==> src/rtl/wildcard_byte_pattern_scanner_assert.svh <==
// Assertion macros shared by the scanner's RTL.
`ifndef WILDCARD_BYTE_PATTERN_SCANNER_ASSERT_SVH
`define WILDCARD_BYTE_PATTERN_SCANNER_ASSERT_SVH

// Same-cycle implication, checked on every rising edge out of reset.
`define WBPS_ASSERT_NOW(name, ante, cons) \
    name: assert property (@(posedge clk) disable iff (!rst_n) (ante) |-> (cons)) \
        else $error("wbps: same-cycle check failed");

// Next-cycle implication, checked on every rising edge out of reset.
`define WBPS_ASSERT_NEXT(name, ante, cons) \
    name: assert property (@(posedge clk) disable iff (!rst_n) (ante) |=> (cons)) \
        else $error("wbps: next-cycle check failed");

`endif

==> src/rtl/wbps_pkg.sv <==
// Shared types and constants of the wildcard byte pattern scanner.
package wbps_pkg;

    localparam int APB_ADDR_W = 5;
    localparam int APB_DATA_W = 64;
    localparam int REG_PATTERNS = 16;
    localparam int RESULT_OFFSET_W = 32;

    typedef enum logic [1:0] {
        REG_PAT_LOW  = 2'd0,
        REG_PAT_HIGH = 2'd1,
        REG_WILD     = 2'd2,
        REG_LENGTH   = 2'd3
    } reg_idx_t;

    typedef struct packed {
        logic [63:0] pat_low;
        logic [63:0] pat_high;
        logic [15:0] wild_mask;
        logic [4:0]  length;
    } cfg_t;

    // What one compare cell checks against.
    typedef struct packed {
        logic       care;
        logic [7:0] exp_byte;
    } cell_cmp_t;

endpackage

==> src/rtl/wbps_cell.sv <==
// One window cell: holds a byte, passes it on, compares it against its pattern byte.
module wbps_cell
    import wbps_pkg::*;
(
    input  logic      clk,
    input  logic      shift_en,
    input  logic [7:0] byte_in,
    input  cell_cmp_t cmp,
    output logic [7:0] byte_out,
    output logic      hit
);

    logic [7:0] byte_reg;

    always_ff @(posedge clk)
    begin
        if (shift_en)
        begin
            byte_reg <= byte_in;
        end
    end

    assign byte_out = byte_reg;
    assign hit      = !cmp.care || (byte_reg == cmp.exp_byte);

endmodule

==> src/rtl/wbps_cfg.sv <==
// APB register file of the scanner: pattern, wildcard mask and length.
module wbps_cfg
    import wbps_pkg::*;
(
    input  logic                  clk,
    input  logic                  rst_n,
    input  logic                  psel,
    input  logic                  penable,
    input  logic                  pwrite,
    input  logic [APB_ADDR_W-1:0] paddr,
    input  logic [APB_DATA_W-1:0] pwdata,
    output logic [APB_DATA_W-1:0] prdata,
    output logic                  pready,
    output cfg_t                  cfg
);

    cfg_t     cfg_reg;
    cfg_t     cfg_next;
    reg_idx_t idx;
    logic     wr_en;

    assign idx    = reg_idx_t'(paddr[APB_ADDR_W-1:3]);
    assign pready = 1'b1;
    assign wr_en  = psel && penable && pwrite && pready;

    always_comb
    begin
        cfg_next = cfg_reg;
        if (wr_en)
        begin
            case (idx)
                REG_PAT_LOW:  cfg_next.pat_low   = pwdata;
                REG_PAT_HIGH: cfg_next.pat_high  = pwdata;
                REG_WILD:     cfg_next.wild_mask = pwdata[15:0];
                REG_LENGTH:   cfg_next.length    = pwdata[4:0];
                default:      cfg_next = cfg_reg;
            endcase
        end
    end

    always_ff @(posedge clk or negedge rst_n)
    begin
        if (!rst_n)
        begin
            cfg_reg.pat_low   <= '0;
            cfg_reg.pat_high  <= '0;
            cfg_reg.wild_mask <= '0;
            cfg_reg.length    <= 5'd1;
        end
        else
        begin
            cfg_reg <= cfg_next;
        end
    end

    always_comb
    begin
        case (idx)
            REG_PAT_LOW:  prdata = cfg_reg.pat_low;
            REG_PAT_HIGH: prdata = cfg_reg.pat_high;
            REG_WILD:     prdata = {48'd0, cfg_reg.wild_mask};
            REG_LENGTH:   prdata = {59'd0, cfg_reg.length};
            default:      prdata = '0;
        endcase
    end

    assign cfg = cfg_reg;

endmodule

==> src/rtl/wildcard_byte_pattern_scanner.sv <==
// Top level of the wildcard byte pattern scanner: cell chain, byte counter, result register.
// The scanner takes a memory image one byte per word on the item channel and reports,
// once per image, where a configured pattern of up to MAX_PATTERN_BYTES bytes first
// matches; pattern bytes flagged in the wildcard mask match any byte. At the first match
// it returns found = 1 with the offset of the match's first byte; if the image ends with
// no match it returns found = 0 and offset 0 on the word of the last byte. The last byte
// always rearms the scanner for the next image, and bytes after a match are swallowed
// until then. It takes one byte every cycle while the item channel is not stalled: the
// recent bytes sit in a chain of cells that each compare their byte against the pattern
// byte aligned to them, and a result is registered as the byte that produced it is taken.
// The item channel stalls only while that output register is full and stalled itself.
// Program the registers over APB (64-bit, at byte addresses 0, 8, 16, 24) only while the
// scanner is idle. Pattern lengths of 0 are taken as 1 and lengths above
// MAX_PATTERN_BYTES as MAX_PATTERN_BYTES. The byte counter saturates at OFFSET_BITS bits.
module wildcard_byte_pattern_scanner
    import wbps_pkg::*;
#(
    parameter int MAX_PATTERN_BYTES = 16,
    parameter int OFFSET_BITS       = 32
)
(
    input  logic                       clk,
    input  logic                       rst_n,
    // APB configuration port
    input  logic                       psel,
    input  logic                       penable,
    input  logic                       pwrite,
    input  logic [APB_ADDR_W-1:0]      paddr,
    input  logic [APB_DATA_W-1:0]      pwdata,
    output logic [APB_DATA_W-1:0]      prdata,
    output logic                       pready,
    // image byte stream
    input  logic                       item_valid,
    output logic                       item_stall,
    input  logic [7:0]                 image_byte,
    input  logic                       last_byte,
    // results
    output logic                       result_valid,
    input  logic                       result_stall,
    output logic                       found,
    output logic [RESULT_OFFSET_W-1:0] match_offset
);

    localparam int LEN_W     = $clog2(MAX_PATTERN_BYTES + 1);
    localparam int WIN_CELLS = (MAX_PATTERN_BYTES > 1) ? MAX_PATTERN_BYTES - 1 : 1;

    cfg_t cfg;

    wbps_cfg u_cfg (
        .clk     (clk),
        .rst_n   (rst_n),
        .psel    (psel),
        .penable (penable),
        .pwrite  (pwrite),
        .paddr   (paddr),
        .pwdata  (pwdata),
        .prdata  (prdata),
        .pready  (pready),
        .cfg     (cfg)
    );

    // ---------------------------------------------------------------------------------
    // Handshake: accept a byte whenever the result register is free or draining.
    // ---------------------------------------------------------------------------------
    logic item_accept;
    logic result_valid_reg, result_valid_next;
    logic found_reg, found_next;
    logic [RESULT_OFFSET_W-1:0] offset_reg, offset_next;

    assign item_stall  = result_valid_reg && result_stall;
    assign item_accept = item_valid && !item_stall;

    // ---------------------------------------------------------------------------------
    // Effective length: zero counts as one, clamp to the chain length.
    // ---------------------------------------------------------------------------------
    logic [LEN_W-1:0] len_c;

    always_comb
    begin
        if (cfg.length == 5'd0)
        begin
            len_c = LEN_W'(1);
        end
        else if (7'(cfg.length) > 7'(MAX_PATTERN_BYTES))
        begin
            len_c = LEN_W'(MAX_PATTERN_BYTES);
        end
        else
        begin
            len_c = LEN_W'(cfg.length);
        end
    end

    // ---------------------------------------------------------------------------------
    // Align the pattern to byte age: age 0 is the incoming byte and checks the last
    // pattern byte in use, age a checks pattern byte len-1-a. Ages past the length
    // do not care. Pattern positions above the register bits match zero, never wild.
    // ---------------------------------------------------------------------------------
    logic [7:0] pat_arr [REG_PATTERNS];
    cell_cmp_t  cmp [MAX_PATTERN_BYTES];

    always_comb
    begin
        for (int j = 0; j < 8; j++)
        begin
            pat_arr[j]     = cfg.pat_low[8*j +: 8];
            pat_arr[j + 8] = cfg.pat_high[8*j +: 8];
        end
    end

    always_comb
    begin
        logic [6:0] pidx;
        for (int a = 0; a < MAX_PATTERN_BYTES; a++)
        begin
            pidx = 7'(len_c) - 7'(a) - 7'd1;
            if (7'(a) >= 7'(len_c))
            begin
                cmp[a].care     = 1'b0;
                cmp[a].exp_byte = 8'd0;
            end
            else if (pidx < 7'(REG_PATTERNS))
            begin
                cmp[a].care     = !cfg.wild_mask[pidx[3:0]];
                cmp[a].exp_byte = pat_arr[pidx[3:0]];
            end
            else
            begin
                cmp[a].care     = 1'b1;
                cmp[a].exp_byte = 8'd0;
            end
        end
    end

    // ---------------------------------------------------------------------------------
    // Cell chain: cell k holds the byte of age k+1. Shift on every accepted byte.
    // ---------------------------------------------------------------------------------
    logic [7:0]                   win [WIN_CELLS];
    logic [MAX_PATTERN_BYTES-1:0] hit;

    assign hit[0] = !cmp[0].care || (image_byte == cmp[0].exp_byte);

    for (genvar k = 0; k < MAX_PATTERN_BYTES - 1; k++)
    begin : g_cell
        wbps_cell u_cell (
            .clk      (clk),
            .shift_en (item_accept),
            .byte_in  ((k == 0) ? image_byte : win[(k == 0) ? 0 : k - 1]),
            .cmp      (cmp[k + 1]),
            .byte_out (win[k]),
            .hit      (hit[k + 1])
        );
    end

    // ---------------------------------------------------------------------------------
    // Byte counter and done flag. A match needs len bytes of this image, which also
    // keeps stale bytes from earlier images out of the compare.
    // ---------------------------------------------------------------------------------
    logic [OFFSET_BITS-1:0] count_reg, count_next;
    logic                   done_reg, done_next;
    logic [OFFSET_BITS-1:0] len_m1;
    logic [OFFSET_BITS-1:0] start_off;
    logic                   match;

    assign len_m1    = OFFSET_BITS'(len_c) - OFFSET_BITS'(1);
    assign start_off = count_reg - len_m1;
    assign match     = !done_reg && (count_reg >= len_m1) && (&hit);

    always_comb
    begin
        count_next = count_reg;
        done_next  = done_reg;
        if (item_accept)
        begin
            if (last_byte)
            begin
                // rearm for the next image
                count_next = '0;
                done_next  = 1'b0;
            end
            else
            begin
                if (count_reg != {OFFSET_BITS{1'b1}})
                begin
                    count_next = count_reg + OFFSET_BITS'(1);
                end
                if (match)
                begin
                    done_next = 1'b1;
                end
            end
        end
    end

    // ---------------------------------------------------------------------------------
    // Result register: load on a match or at the end of an unmatched image, drop when
    // taken downstream.
    // ---------------------------------------------------------------------------------
    always_comb
    begin
        result_valid_next = result_valid_reg && result_stall;
        found_next        = found_reg;
        offset_next       = offset_reg;
        if (item_accept && !done_reg && (match || last_byte))
        begin
            result_valid_next = 1'b1;
            found_next        = match;
            offset_next       = match ? RESULT_OFFSET_W'(start_off) : '0;
        end
    end

    always_ff @(posedge clk or negedge rst_n)
    begin
        if (!rst_n)
        begin
            count_reg        <= '0;
            done_reg         <= 1'b0;
            result_valid_reg <= 1'b0;
        end
        else
        begin
            count_reg        <= count_next;
            done_reg         <= done_next;
            result_valid_reg <= result_valid_next;
        end
    end

    always_ff @(posedge clk)
    begin
        found_reg  <= found_next;
        offset_reg <= offset_next;
    end

    assign result_valid = result_valid_reg;
    assign found        = found_reg;
    assign match_offset = offset_reg;

    // ---------------------------------------------------------------------------------
    // Assertions
    // ---------------------------------------------------------------------------------
`include "wildcard_byte_pattern_scanner_assert.svh"

    `WBPS_ASSERT_NOW(a_stall_only_when_full, item_stall, result_valid_reg)
    `WBPS_ASSERT_NOW(a_miss_has_zero_offset, result_valid_reg && !found_reg, offset_reg == '0)
    `WBPS_ASSERT_NEXT(a_last_rearms, item_accept && last_byte, (count_reg == '0) && !done_reg)
    `WBPS_ASSERT_NEXT(a_match_done, item_accept && match && !last_byte, done_reg && found_reg)

endmodule

==> config.mk <==
export PLATFORM = sky130hd
export DESIGN_NAME = wildcard_byte_pattern_scanner
export DESIGN_NICKNAME = d
export VERILOG_FILES = /design/src/rtl/wbps_pkg.sv /design/src/rtl/wbps_cell.sv /design/src/rtl/wbps_cfg.sv /design/src/rtl/wildcard_byte_pattern_scanner.sv
export VERILOG_INCLUDE_DIRS = /design/src /design/src/rtl
export SDC_FILE = /design/constraint.sdc
export NUM_CORES = 1
export LEC_CHECK = 0
export BUFFER_PORTS_ARGS = -buffer_cell sky130_fd_sc_hd__buf_2
export CORE_UTILIZATION = 43
export CTS_BUF_LIST = sky130_fd_sc_hd__clkbuf_4 sky130_fd_sc_hd__clkbuf_8
export DETAILED_ROUTE_END_ITERATION = 7
export SYNTH_ARGS = -nofsm -noshare
export SYNTH_HDL_FRONTEND = slang
export SYNTH_HIERARCHICAL = 1
export SYNTH_SLANG_ARGS = --single-unit
export TNS_END_PERCENT = 100
==> constraint.sdc <==
create_clock -name clk -period 9 [get_ports clk]
set_clock_uncertainty 0.05 [all_clocks]
set_input_delay 1.35 -clock clk [delete_from_list [all_inputs] [get_ports clk]]
set_output_delay 1.35 -clock clk [all_outputs]
set_load 0.03 [all_outputs]
==> results.md, run 1 <==
- The first routing iteration left approximately 2.0k violations.
- The max capacitance violation total is 0.
- The number of cells produced by synthesis is ~2.5k.
- Across the VDD grid, the largest voltage drop is roughly 0.00018 V.
- The congestion estimate from routability-driven global placement came to roughly 0.98.
- The average cell area after synthesis is a little over 10 um2.
- TritonCTS built the clock tree.
- In this run the power spent charging and discharging nets is just over 4 mW.
- The fraction of registers with async set or reset after synthesis is 54.5%.
- Data on the critical path is required at its endpoint by 9.27 ns.
- The fraction of post-synthesis cell area in the top cell type by area is 18.2%.
- The biggest area contributor in the post-synthesis netlist is edfxtp_1.
- The average wire per cell in the routed design is ~26 um.
- After the last flow step, the layout net total stands at between 2k and 3k.
- The synthesized design contains between 150 and 200 enable-type register cells.
- The startpoint identified for the worst register-to-register timing path is u_cfg/cfg[2].
- Entering global routing, the biggest net connects 102 pins.
- In the global route stage, overall resource usage came out at between 20 and 30%.
- The critical path goes through or4_4, nand2_2, inv_4, buf_4, mux2i_1, mux2i_1, mux2i_1, nand2_1, and3_1, xnor2_1, nand4_1, o21ai_1, nand4_1, nor4_1, buf_4, o21ai_4, or3_1, o21ai_4, buf_4.
- The critical path ends at match_offset[10].
- The number of gates resized after CTS was 0.
- The post-detailed-route DRC marker count is 0.
- Setup repair after global routing left no endpoint under its margin.
- The tree is rooted in a clkbuf_8.
- The floorplan step defined a die boundary enclosing about 0.060 mm2.
- At the pin with the least slew margin, the transition time is 1.26 ns.
- The maximum cell stage delay along the critical path is 0.77 ns.
- The worst min-delay path startpoint is g_cell[13].u_cell/byte_out[2].
- Cells with a size suffix above 1 make up a little under a quarter of the layout.
- The number of antenna violations at the first check in global routing is 3.
- Summed over all layers, the routed wires come to slightly below 90000 um.
- The critical path crosses 19 cells after its start point.
- The number of nets still failing antenna checks after routing is 0.
- The via count of the first global-routing pass is around 20k.
- The horizontal extent of the die is approximately 240 um.
- The final setup TNS is 0 ns.
- The worst setup slack for register-to-register paths is roughly 2 ns.
- The number of levels the H-tree was split into is 2.
- The final-layout fill cell count is around 5.4k.
- The cell leakage power is 12.1 nW.
- The area of the mapped netlist is 0.0252 mm2.
- The combinational power share is a little under three fifths.
- For the worst-skew pair, the clock arrives at the later sink with an insertion delay of ~0.68 ns.
- The final count of pins violating max slew was 0.
- The routed layout has a little over 20k vias.
- The synthesis-to-layout area growth is 11.2%.
- The die height is 244 um.
- The largest fanout of any net on the critical path is between 40 and 50.
- The placeable core area is between 0.05 and 0.06 mm2.
- The clock edge transition at the registers on the reported setup and hold paths is ~0.080 ns.
- The count of buffers added by post-CTS timing repair for setup is 0.
- Hold repair after CTS inserted 0 buffers.
- The internal power is around 4.5 mW.
- The cell family with the largest share of critical-path delay is simple AND/OR/NAND/NOR gates.
- The synthesized netlist contains 85 unique library cells.
- The count of synthesis-stage warnings from yosys is 6.
- The number of sinks on the clock net is between 300 and 400.
- The power per unit of standard cell area is 307 mW/mm2.
- The run finished with clean final reports.
- In this run the deepest clock path goes through 3 buffers.
- Setup violations remaining at the end of the flow were counted as 0.
- During placement, the flow inserted port buffers numbering 180.
- The worst hold-check path type is register to register.
- The first global-routing pass estimated 131000 um of wire.
- Row generation in the floorplan step produced 88 rows.
- After synthesis, the cell types taking the most area are edfxtp_1, dfrtp_1, mux2i_1.
- The slowest stage of the critical path belongs to the cell dfrtp_1.
- Of the total power, the clock network draws a little under a fifth.
- Global routing finished with a remaining overflow of 0.
- At the worst endpoint, the arrival time is 7.27 ns.
- The clock period could shrink to 7.00 ns.
- Once the floorplan was initialized, standard cells occupied between 40% and 50% of the core.
- The sequential area share after synthesis is between 30 and 40%.
- The critical path contains buffers and inverters numbering 4 combined.
- The hold violation count in the final report was 0.
- The number of top-level pins is around 190.
- The cell count of the worst reg-to-reg path is 19.
- The leading register cell type out of synthesis is dfrtp_1.
- The non-filler instance count after layout is around 3.4k.
- Hold timing on the final database bottoms out at a slack of 0.412 ns.
- The period utilization is between 70% and 80%.
- The kind of start point of the critical path is a register.
- The maximum operating frequency is 0.143 GHz.
- The count of placed standard cells including taps is 3316.
- The switching part of the total is a little under half.
- The first-pass iteration count of the detailed router is 6.
- The sum of net half-perimeters after detailed placement is just under 70000 um.
- Clock tree synthesis inserted a total of 60 buffers.
- The register with the most flip-flops in the layout has about 150 of them.
- The normalized max-slew margin is around 16%.
- The average via count per standard cell is about 6.1.
- Tracing the worst setup path back leads to its startpoint at u_cfg/cfg[2].
- When the netlist entered floorplanning its net count stood at 2635.
- The critical path class is register to register.
- In this run, flip-flops and latches consume 24.3% of the power.
- Counting flops and latches in the post-synthesis netlist gives approximately 340.
- STA classifies the critical path endpoint as a register.
- The endpoint identified for the worst register-to-register timing path is match_offset[10].
==> how the worst min path moves through the flow <==
stage | to | slack [ns] | depth (start not counted)
2_1_floorplan | g_cell[10].u_cell/byte_out[0] | 0.40 | 0
3_3_place_gp | g_cell[13].u_cell/byte_out[1] | 0.40 | 0
3_5_place_dp | g_cell[5].u_cell/byte_out[3] | 0.41 | 0
4_1_cts | g_cell[14].u_cell/byte_out[2] | 0.41 | 0
5_1_grt | g_cell[3].u_cell/byte_out[6] | 0.42 | 0
6_report | g_cell[14].u_cell/byte_out[2] | 0.41 | 0
==> through the flow <==
step	power, mW	util [%]	worst slack [ns]	area [um2]
after global placement	6.84	46.1	2.29	26700
after floorplan	5.34	-	0.808	25200
final	8.60	48.5	2.00	28000
after CTS	8.55	48.5	2.14	28000
after detailed placement	6.91	46.1	2.17	26700
after global routing	9.00	48.5	1.62	28000
==> cells by family (layout without fill, tap and decap cells) <==
family	Yosys count	count (layout)	share of synthesized area (%)
simple gates	750	750	15.1
fa+ha+maj	59	59	2.95
other cells	1	3	0.0149
compound gates	385	385	9.76
buf+inv	189	360	3.54
flops	336	336	36.4
xor+xnor	194	194	6.80
mux	579	579	25.4
==> worst reg2reg max path, delay by kind of cell (launching register included) <==
family | cells | cell delay [ns]
flip-flops | 1 | 0.77
AND/OR/NAND/NOR | 8 | 2.21
AO/OA/AOI/OAI | 3 | 0.38
multiplexers | 3 | 1.29
XOR/XNOR | 1 | 0.18
buffers and inverters | 4 | 1.76
==> layer usage <==
metal	vias up	track usage [%]	part of all wire [%]
met5	-	0	0.014
met4	2	13.6	4.7
met3	176	3.79	6.3
met2	842	48.5	47
met1	10400	38.3	42
li1	9416	-	-
==> cells in the mapped netlist, drive strengths merged (41+ instances only) <==
| cell type | number |
|---|---|
| nand3 | 90 |
| a21oi | 66 |
| o21ai | 128 |
| edfxtp | 153 |
| ha | 56 |
| xnor2 | 155 |
| and3 | 68 |
| mux2i | 339 |
| a211oi | 41 |
| clkbuf | 69 |
| nand4 | 60 |
| buf | 90 |
| mux2 | 216 |
| dfrtp | 182 |
| nor3 | 47 |
| nand2 | 239 |
| nor2 | 138 |
==> power groups by stage <==
stage | Sequential, mW | Clock [mW] | Combinational [mW]
final | 2.09 | 1.61 | 4.90
after floorplan | 2.00 | 0 | 3.33
after global placement | 2.10 | 0 | 4.74
after detailed placement | 2.11 | 0 | 4.79
after CTS | 2.09 | 1.65 | 4.82
after global routing | 2.11 | 1.71 | 5.18
==> area by class of cell <==
class / count / area (um2) / share of cell area [%]
antenna: 2 / 5.00 / 0.0179
clock buffer: 86 / 1080 / 3.87
clock inverter: 27 / 267 / 0.951
inverter: 30 / 118 / 0.420
multi-input combinational: 1968 / 15200 / 54.3
sequential: 336 / 9180 / 32.8
tap: 765 / 957 / 3.42
timing repair buffer: 217 / 1200 / 4.28
==> cell usage in the layout (no fill, tap or decap), drive strengths merged, types with 35 or more instances in the layout <==
cell and n:
mux2i 339, a211oi 41, xor2 39, nand4 60, mux2 216, and3 68, o21ai 128, ha 56
a21oi 66, buf 217, edfxtp 153, dfrtp 182, nor3 47, clkbuf 86, xnor2 155, nand3 90
nand2 239, o211ai 35, nor2 138
Power figures use the tool's default switching activity.
==> run 2, diff against run 1 <==
clock period = 7.3 ns   (was 9 ns; I/O delays follow)
==> results.md, run 2 (synthesis results as in run 1) <==
- The switching power total was 5.15 mW (+25%).
- The average wire per cell in the routed design was 26.4 um (+2.2%).
- The post-detailed-route DRC marker count came to 0 (unchanged).
- The required time of the critical path is 7.62 ns (-1.65 ns).
- The clock network fraction of total power came to 17.5% (-1.3 points).
- The number of buffers added on ports is 180 (unchanged).
- The sum of net half-perimeters after detailed placement is 71000 um (+3.3%).
- The number of nets still failing antenna checks after routing was 0 (unchanged).
- The flow ran to the end, and the final reports show no timing, DRC or antenna violations.
- The power per unit of standard cell area came to 378 mW/mm2 (+23%).
- The number of antenna violations at the first check in global routing is 2 (-1).
- The number of DRC markers in iteration 0 is 1883 (-8.1%).
- In this run the most critical hold path is launched from g_cell[3].u_cell/byte_out[1].
- The largest fanout of any net on the critical path is 34 (-23%).
- The quantity of hold-fixing buffers added after cts is 0 (unchanged).
- The synthesis-to-layout area growth is 11.4%.
- The number of flip-flops under the largest register name came to 149 (unchanged).
- The maximum cell stage delay along the critical path is 0.60 ns (-0.17 ns).
- The worst vdd rail ir drop is 0.000260 V (+44%).
- The library cell used most frequently in the layout, excluding fill and tap cells, is mux2i_1.
- The number of top-level pins is 185 (unchanged).
- The signal arrival time at the worst endpoint is 7.16 ns (-0.11 ns).
- The worst setup slack for register-to-register paths came to 0.46 ns (-1.55 ns).
- The worst hold margin is 0.420 ns (+0.00750 ns).
- The post-CTS resize count is 0 (unchanged).
- The average via count per standard cell is 6.06 (about the same).
- The placeable core area is 0.0578 mm2 (unchanged).
- The largest net degree at the start of global routing is 106 (+3.9%).
- In this run the worst setup path begins at u_cfg/cfg[4].
- The worst-case clock buffer depth is 3 (unchanged).
- The max capacitance violation total is 0 (unchanged).
- TritonCTS built the clock tree.
- The critical path goes through buf_4, nand2b_1, buf_4, nand2_2, ha_1, a31oi_1, o21ai_0, nor3_1, nand2_1, a211oi_1, xnor2_1, nand4_1, o21ai_1, nand4_1, nor4_1, buf_4, o21ai_4, or3_1, o21ai_4, buf_12.
- The tree is rooted in a clkbuf_8.
- The final count of pins violating max slew is 0 (unchanged).
- The internal power came to 5.46 mW (+22%).
- The overall fraction of global-route tracks in use came to 30.2% (+0.78 points).
- The period utilization is 93.7% (+16 points).
- The die area is 0.0596 mm2 (unchanged).
- The final setup TNS is 0 ns (unchanged).
- The clock insertion delay at the later pin of the skew report is 0.69 ns (about the same).
- Leaving out fill and tap cells, the most frequent cells in the layout are mux2i_1, nand2_1, mux2_2.
- The source of the worst register-to-register timing path is u_cfg/cfg[4].
- The first-pass iteration count of the detailed router is 8 (+2).
- The measured slew at the worst slew-check pin was 1.28 ns (+0.0223 ns).
- The number of CTS-inserted buffers is 61 (+1.7%).
- The routability congestion estimate was 1.00 (+1.9%).
- The via count of the first global-routing pass is 20.5k (+0.89%).
- The cell leakage power is 12.2 nW (+0.33%).
- The cell repeated most along the worst path is buf_4.
- The hold violation count in the final report was 0 (unchanged).
- The critical path class is register to register.
- The maximum operating frequency is 0.146 GHz (+2.2%).
- The minimum period implied by the final worst setup slack is 6.84 ns (-0.153 ns).
- The number of levels the H-tree was split into is 2 (unchanged).
- The effective utilization at floorplan is 43.6% (unchanged).
- The worst hold-check path type is register to register.
- Setup repair after global routing left no endpoint under its margin.
- The share of power burned in registers is 24.2% (about the same).
- The worst setup path is captured at a register.
- The clock edge transition at the registers on the reported setup and hold paths came to 0.06 ns (-0.02 ns).
- The normalized max-slew margin is 14.8% (-1.5 points).
- The total via count after detailed routing is 20.9k (+0.44%).
- The number of sinks on the clock net is 336 (unchanged).
- The horizontal extent of the die is 244 um (unchanged).
- The kind of start point of the critical path is a register.
- For this design, the slowest cell found on the critical path is ha_1.
- The first-pass GRT wire length was 134000 um (+2.2%).
- The die height is 244 um (unchanged).
- The combinational power share is 58.3% (+1.4 points).
- The number of core rows is 88 (unchanged).
- The setup-violating endpoint count in the final report is 0 (unchanged).
- The count of buffers added by post-CTS timing repair for setup was 0 (unchanged).
- The final-stage net count is 2771 (+0.58%).
- The switching part of the total is 48.5% (+0.77 points).
- The total congestion overflow after global routing came to 0 (unchanged).
- The fraction of layout cells with a size suffix above 1 is 23.8% (+0.35 points).
- The total wire length after detailed routing came to 91100 um (+2.6%).
[run 2: layout make-up]
type / count / area, um2
Fill cell: 5452 / 29700
Tap cell: 765 / 957
Antenna cell: 2 / 5.00
Sequential cell: 336 / 9180
Multi-Input combinational cell: 1968 / 15200
Clock buffer: 88 / 1100
Inverter: 30 / 118
Clock inverter: 26 / 163
Timing Repair Buffer: 232 / 1350
[run 2: power by group through the flow]
stage          logic (mW)  registers, mW  clock network (mW)
2_1_floorplan        4.11           2.47                   0
3_3_place_gp         6.00           2.58                   0
3_5_place_dp         6.06           2.60                   0
4_1_cts              6.08           2.57                1.91
5_1_grt              6.52           2.60                1.98
6_report             6.18           2.57                1.86
[run 2: final timing paths]
check / end / cells past startpoint
worst max-delay path: match_offset[31] / 20
max in group asynchronous: count_reg[25] / 2
worst min register to register: g_cell[4].u_cell/byte_out[1] / 0
worst min-delay path: g_cell[4].u_cell/byte_out[1] / 0
worst max register to register: match_offset[31] / 20
min in group asynchronous: u_cfg/cfg[81] / 1
[run 2: metrics by stage]
stage	instances	area, um2	utilization (%)	setup WS (ns)	power, mW
2_1_floorplan	2493	25200	-	0.609	6.58
3_3_place_gp	3331	26800	46.3	0.711	8.58
3_5_place_dp	3331	26800	46.3	0.679	8.66
4_1_cts	3445	28100	48.5	0.640	10.6
5_1_grt	3447	28100	48.5	0.242	11.1
6_report	3447	28100	48.5	0.457	10.6
[run 2: worst max-delay path, delay by kind of cell (launching register included)]
kind                     cells  cell delay (ns)
XOR/XNOR                     1             0.18
AO/OA/AOI/OAI                6             1.30
buffers and inverters        4             1.24
AND/OR/NAND/NOR              8             2.58
adder cells (fa/ha/maj)      1             0.60
flip-flops                   1             0.51
[run 2: routing by layer]
layer / vias to the layer above / track usage, % / routed length (um)
met3: 175 / 3.36 / 4860
li1: 9476 / - / -
met4: 2 / 14.2 / 4530
met1: 10500 / 39.1 / 38300
met2: 773 / 50.3 / 43400
met5: - / 0 / 13
==> run 3, diff against run 2 <==
CORE_UTILIZATION = 30   (was 43)
clock period = 7.5 ns   (was 7.3 ns; I/O delays follow)
==> results.md, run 3 (synthesis results as in run 1) <==
- The count of placed standard cells including taps is 3627 (+8.9%).
- The total via count after detailed routing was 20.5k (-1.8%).
- The post-detailed-route DRC marker count is 0 (unchanged).
- The worst-case clock buffer depth is 3 (unchanged).
- The largest net degree at the start of global routing is 140 (+32%).
- The period utilization was 88.3% (-5.4 points).
- The number of antenna violations at the first check in global routing was 4 (+2).
- The worst vdd rail ir drop is 0.000248 V (-4.3%).
- The average wire per cell in the routed design is 22.7 um (-14%).
- The non-filler instance count after layout came to 3736 (+8.4%).
- The number of flip-flops under the largest register name was 149 (unchanged).
- The routability congestion estimate was 0.968 (-3.4%).
- The die area is 0.0851 mm2 (+43%).
- The minimum period implied by the final worst setup slack is 6.62 ns (-0.220 ns).
- The horizontal extent of the die is 292 um (+20%).
- The switching power total was 4.84 mW (-5.9%).
- The synthesis-to-layout area growth is 12.7%.
- In the layout the commonest cells are mux2i_1, nand2_1, mux2_2.
- The post-CTS resize count is 0 (unchanged).
- The largest fanout of any net on the critical path is 33 (-2.9%).
- The max capacitance violation total is 0 (unchanged).
- The clock network fraction of total power is 18.4% (+0.9 points).
- The placeable core area is 0.0826 mm2 (+43%).
- The number of DRC markers in iteration 0 is 1818 (-3.5%).
- The number of buffers added on ports is 180 (unchanged).
- The critical path class is register to register.
- The count of buffers added by post-CTS timing repair for setup was 0 (unchanged).
- The quantity of hold-fixing buffers added after cts is 0 (unchanged).
- The total wire length after detailed routing is 84900 um (-6.8%).
- The switching part of the total is 47.6% (-0.97 points).
- Setup repair after global routing left no endpoint under its margin.
- The die height is 292 um (+20%).
- The combinational power share was 57.0% (-1.3 points).
- The via count of the first global-routing pass is 19.7k (-3.9%).
- The fraction of layout cells with a size suffix above 1 is 23.3% (-0.46 points).
- The share of power burned in registers came to 24.6% (+0.4 points).
- The number of CTS-inserted buffers is 57 (-6.6%).
- STA classifies the critical path endpoint as a register.
- The final count of pins violating max slew is 0 (unchanged).
- The effective utilization at floorplan is 30.5% (-13 points).
- The number of top-level pins is 185 (unchanged).
- The overall fraction of global-route tracks in use was 19.5% (-11 points).
- The internal power is 5.34 mW (-2.2%).
- The first-pass GRT wire length is 126000 um (-5.6%).
- The number of sinks on the clock net is 336 (unchanged).
- The measured slew at the worst slew-check pin was 1.23 ns (-0.0468 ns).
- The worst hold margin is 0.270 ns (-0.150 ns).
- The hold violation count in the final report was 0 (unchanged).
- The run finished with clean final reports.
- The final-stage net count is 2758 (-0.47%).
- The tightest min-delay check is of the primary input to asynchronous set/reset pin type.
- The number of levels the H-tree was split into is 2 (unchanged).
- The normalized max-slew margin is 18.0% (+3.1 points).
- The final setup TNS is 0 ns (unchanged).
- The required time of the critical path is 7.82 ns (+0.20 ns).
- The cell leakage power is 12.1 nW (-0.29%).
- The power per unit of standard cell area is 359 mW/mm2 (-5.1%).
- The sum of net half-perimeters after detailed placement is 65200 um (-8.1%).
- The first element of the critical path is u_cfg/cfg[2].
- The clock insertion delay at the later pin of the skew report came to 0.72 ns (+0.03 ns).
- The number of core rows is 105 (+19%).
- The worst setup timing slack at the placement stage is 1.03 ns (+0.355 ns).
- The tree is rooted in a clkbuf_8.
- The maximum operating frequency is 0.151 GHz (+3.3%).
- The kind of start point of the critical path is a register.
- The first-pass iteration count of the detailed router was 6 (-2).
- The setup-violating endpoint count in the final report is 0 (unchanged).
- In this run the critical register-to-register path is launched from u_cfg/cfg[2].
- The clock edge transition at the registers on the reported setup and hold paths is 0.07 ns (about the same).
- The number of nets still failing antenna checks after routing is 0 (unchanged).
- The average via count per standard cell is 5.49 (-9.4%).
- The signal arrival time at the worst endpoint is 6.95 ns (-0.21 ns).
- TritonCTS built the clock tree.
- Leaving out fill and tap cells, the most frequent cell in the layout is mux2i_1.
- The worst-case setup margin in the final layout is 0.877 ns (+0.420 ns).
- The total congestion overflow after global routing is 0 (unchanged).
-- run 3: cell count changes in the layout (fill, tap and decap cells not counted), sizes merged --
| cell | before | now |
|---|---|---|
| buf | 232 | 222 |
| clkinv | 20 | 14 |
| clkinvlp | 4 | 0 |
| bufinv | 1 | 3 |
| clkbuf | 88 | 89 |
| inv | 31 | 32 |
-- run 3: final cells by class --
| type | count | area [um2] |
|---|---|---|
| Antenna cell | 2 | 5.00 |
| Clock buffer | 88 | 1090 |
| Clock inverter | 19 | 195 |
| Fill cell | 8411 | 54200 |
| Inverter | 30 | 118 |
| Multi-Input combinational cell | 1968 | 15200 |
| Sequential cell | 336 | 9180 |
| Tap cell | 1070 | 1340 |
| Timing Repair Buffer | 223 | 1280 |
-- run 3: final timing paths --
kind,endpoint,slack [ns],depth (start not counted)
max,match_offset[7],0.88,20
min,u_cfg/cfg[120],0.27,1
max reg2reg,match_offset[7],0.88,20
min reg2reg,g_cell[14].u_cell/byte_out[6],0.40,0
max in group asynchronous,count_reg[6],5.87,2
min in group clk,g_cell[14].u_cell/byte_out[6],0.40,0
-- run 3: critical path, cell delays in order (launching register included) --
cell and delay, ns:
dfrtp_1 0.75, nand2_1 0.46, inv_2 0.66, ha_1 0.52, a21oi_1 0.20, xnor2_2 0.33, a21oi_1 0.08, nor2_1 0.11
o22ai_1 0.14, nor2_1 0.58, and3_1 0.31, xnor2_1 0.12, nand4_1 0.23, o21ai_1 0.22, nand4_1 0.17, nor4_1 0.36
buf_4 0.22, o21ai_4 0.06, or3_1 0.35, o21ai_4 0.16, buf_12 0.22
-- run 3: power groups by stage --
stage	registers, mW	logic, mW	clock network (mW)
2_1_floorplan	2.41	4.00	0
5_1_grt	2.54	6.18	1.99
4_1_cts	2.50	5.70	1.91
3_5_place_dp	2.54	5.67	0
3_3_place_gp	2.53	5.63	0
6_report	2.51	5.80	1.87
-- run 3: through the flow --
| stage | instance area [um2] | utilization, % | total power, mW |
|---|---|---|---|
| 2_1_floorplan | 25200 | - | 6.40 |
| 3_3_place_gp | 27100 | 32.8 | 8.16 |
| 3_5_place_dp | 27100 | 32.8 | 8.21 |
| 4_1_cts | 28400 | 34.3 | 10.1 |
| 5_1_grt | 28400 | 34.4 | 10.7 |
| 6_report | 28400 | 34.4 | 10.2 |
-- run 3: per-layer routing --
metal | track usage [%] | wire length [um]
met1 | 25.9 | 36700
met2 | 31.1 | 38500
met3 | 3.42 | 6120
met4 | 8.20 | 3600
met5 | 0 | 23
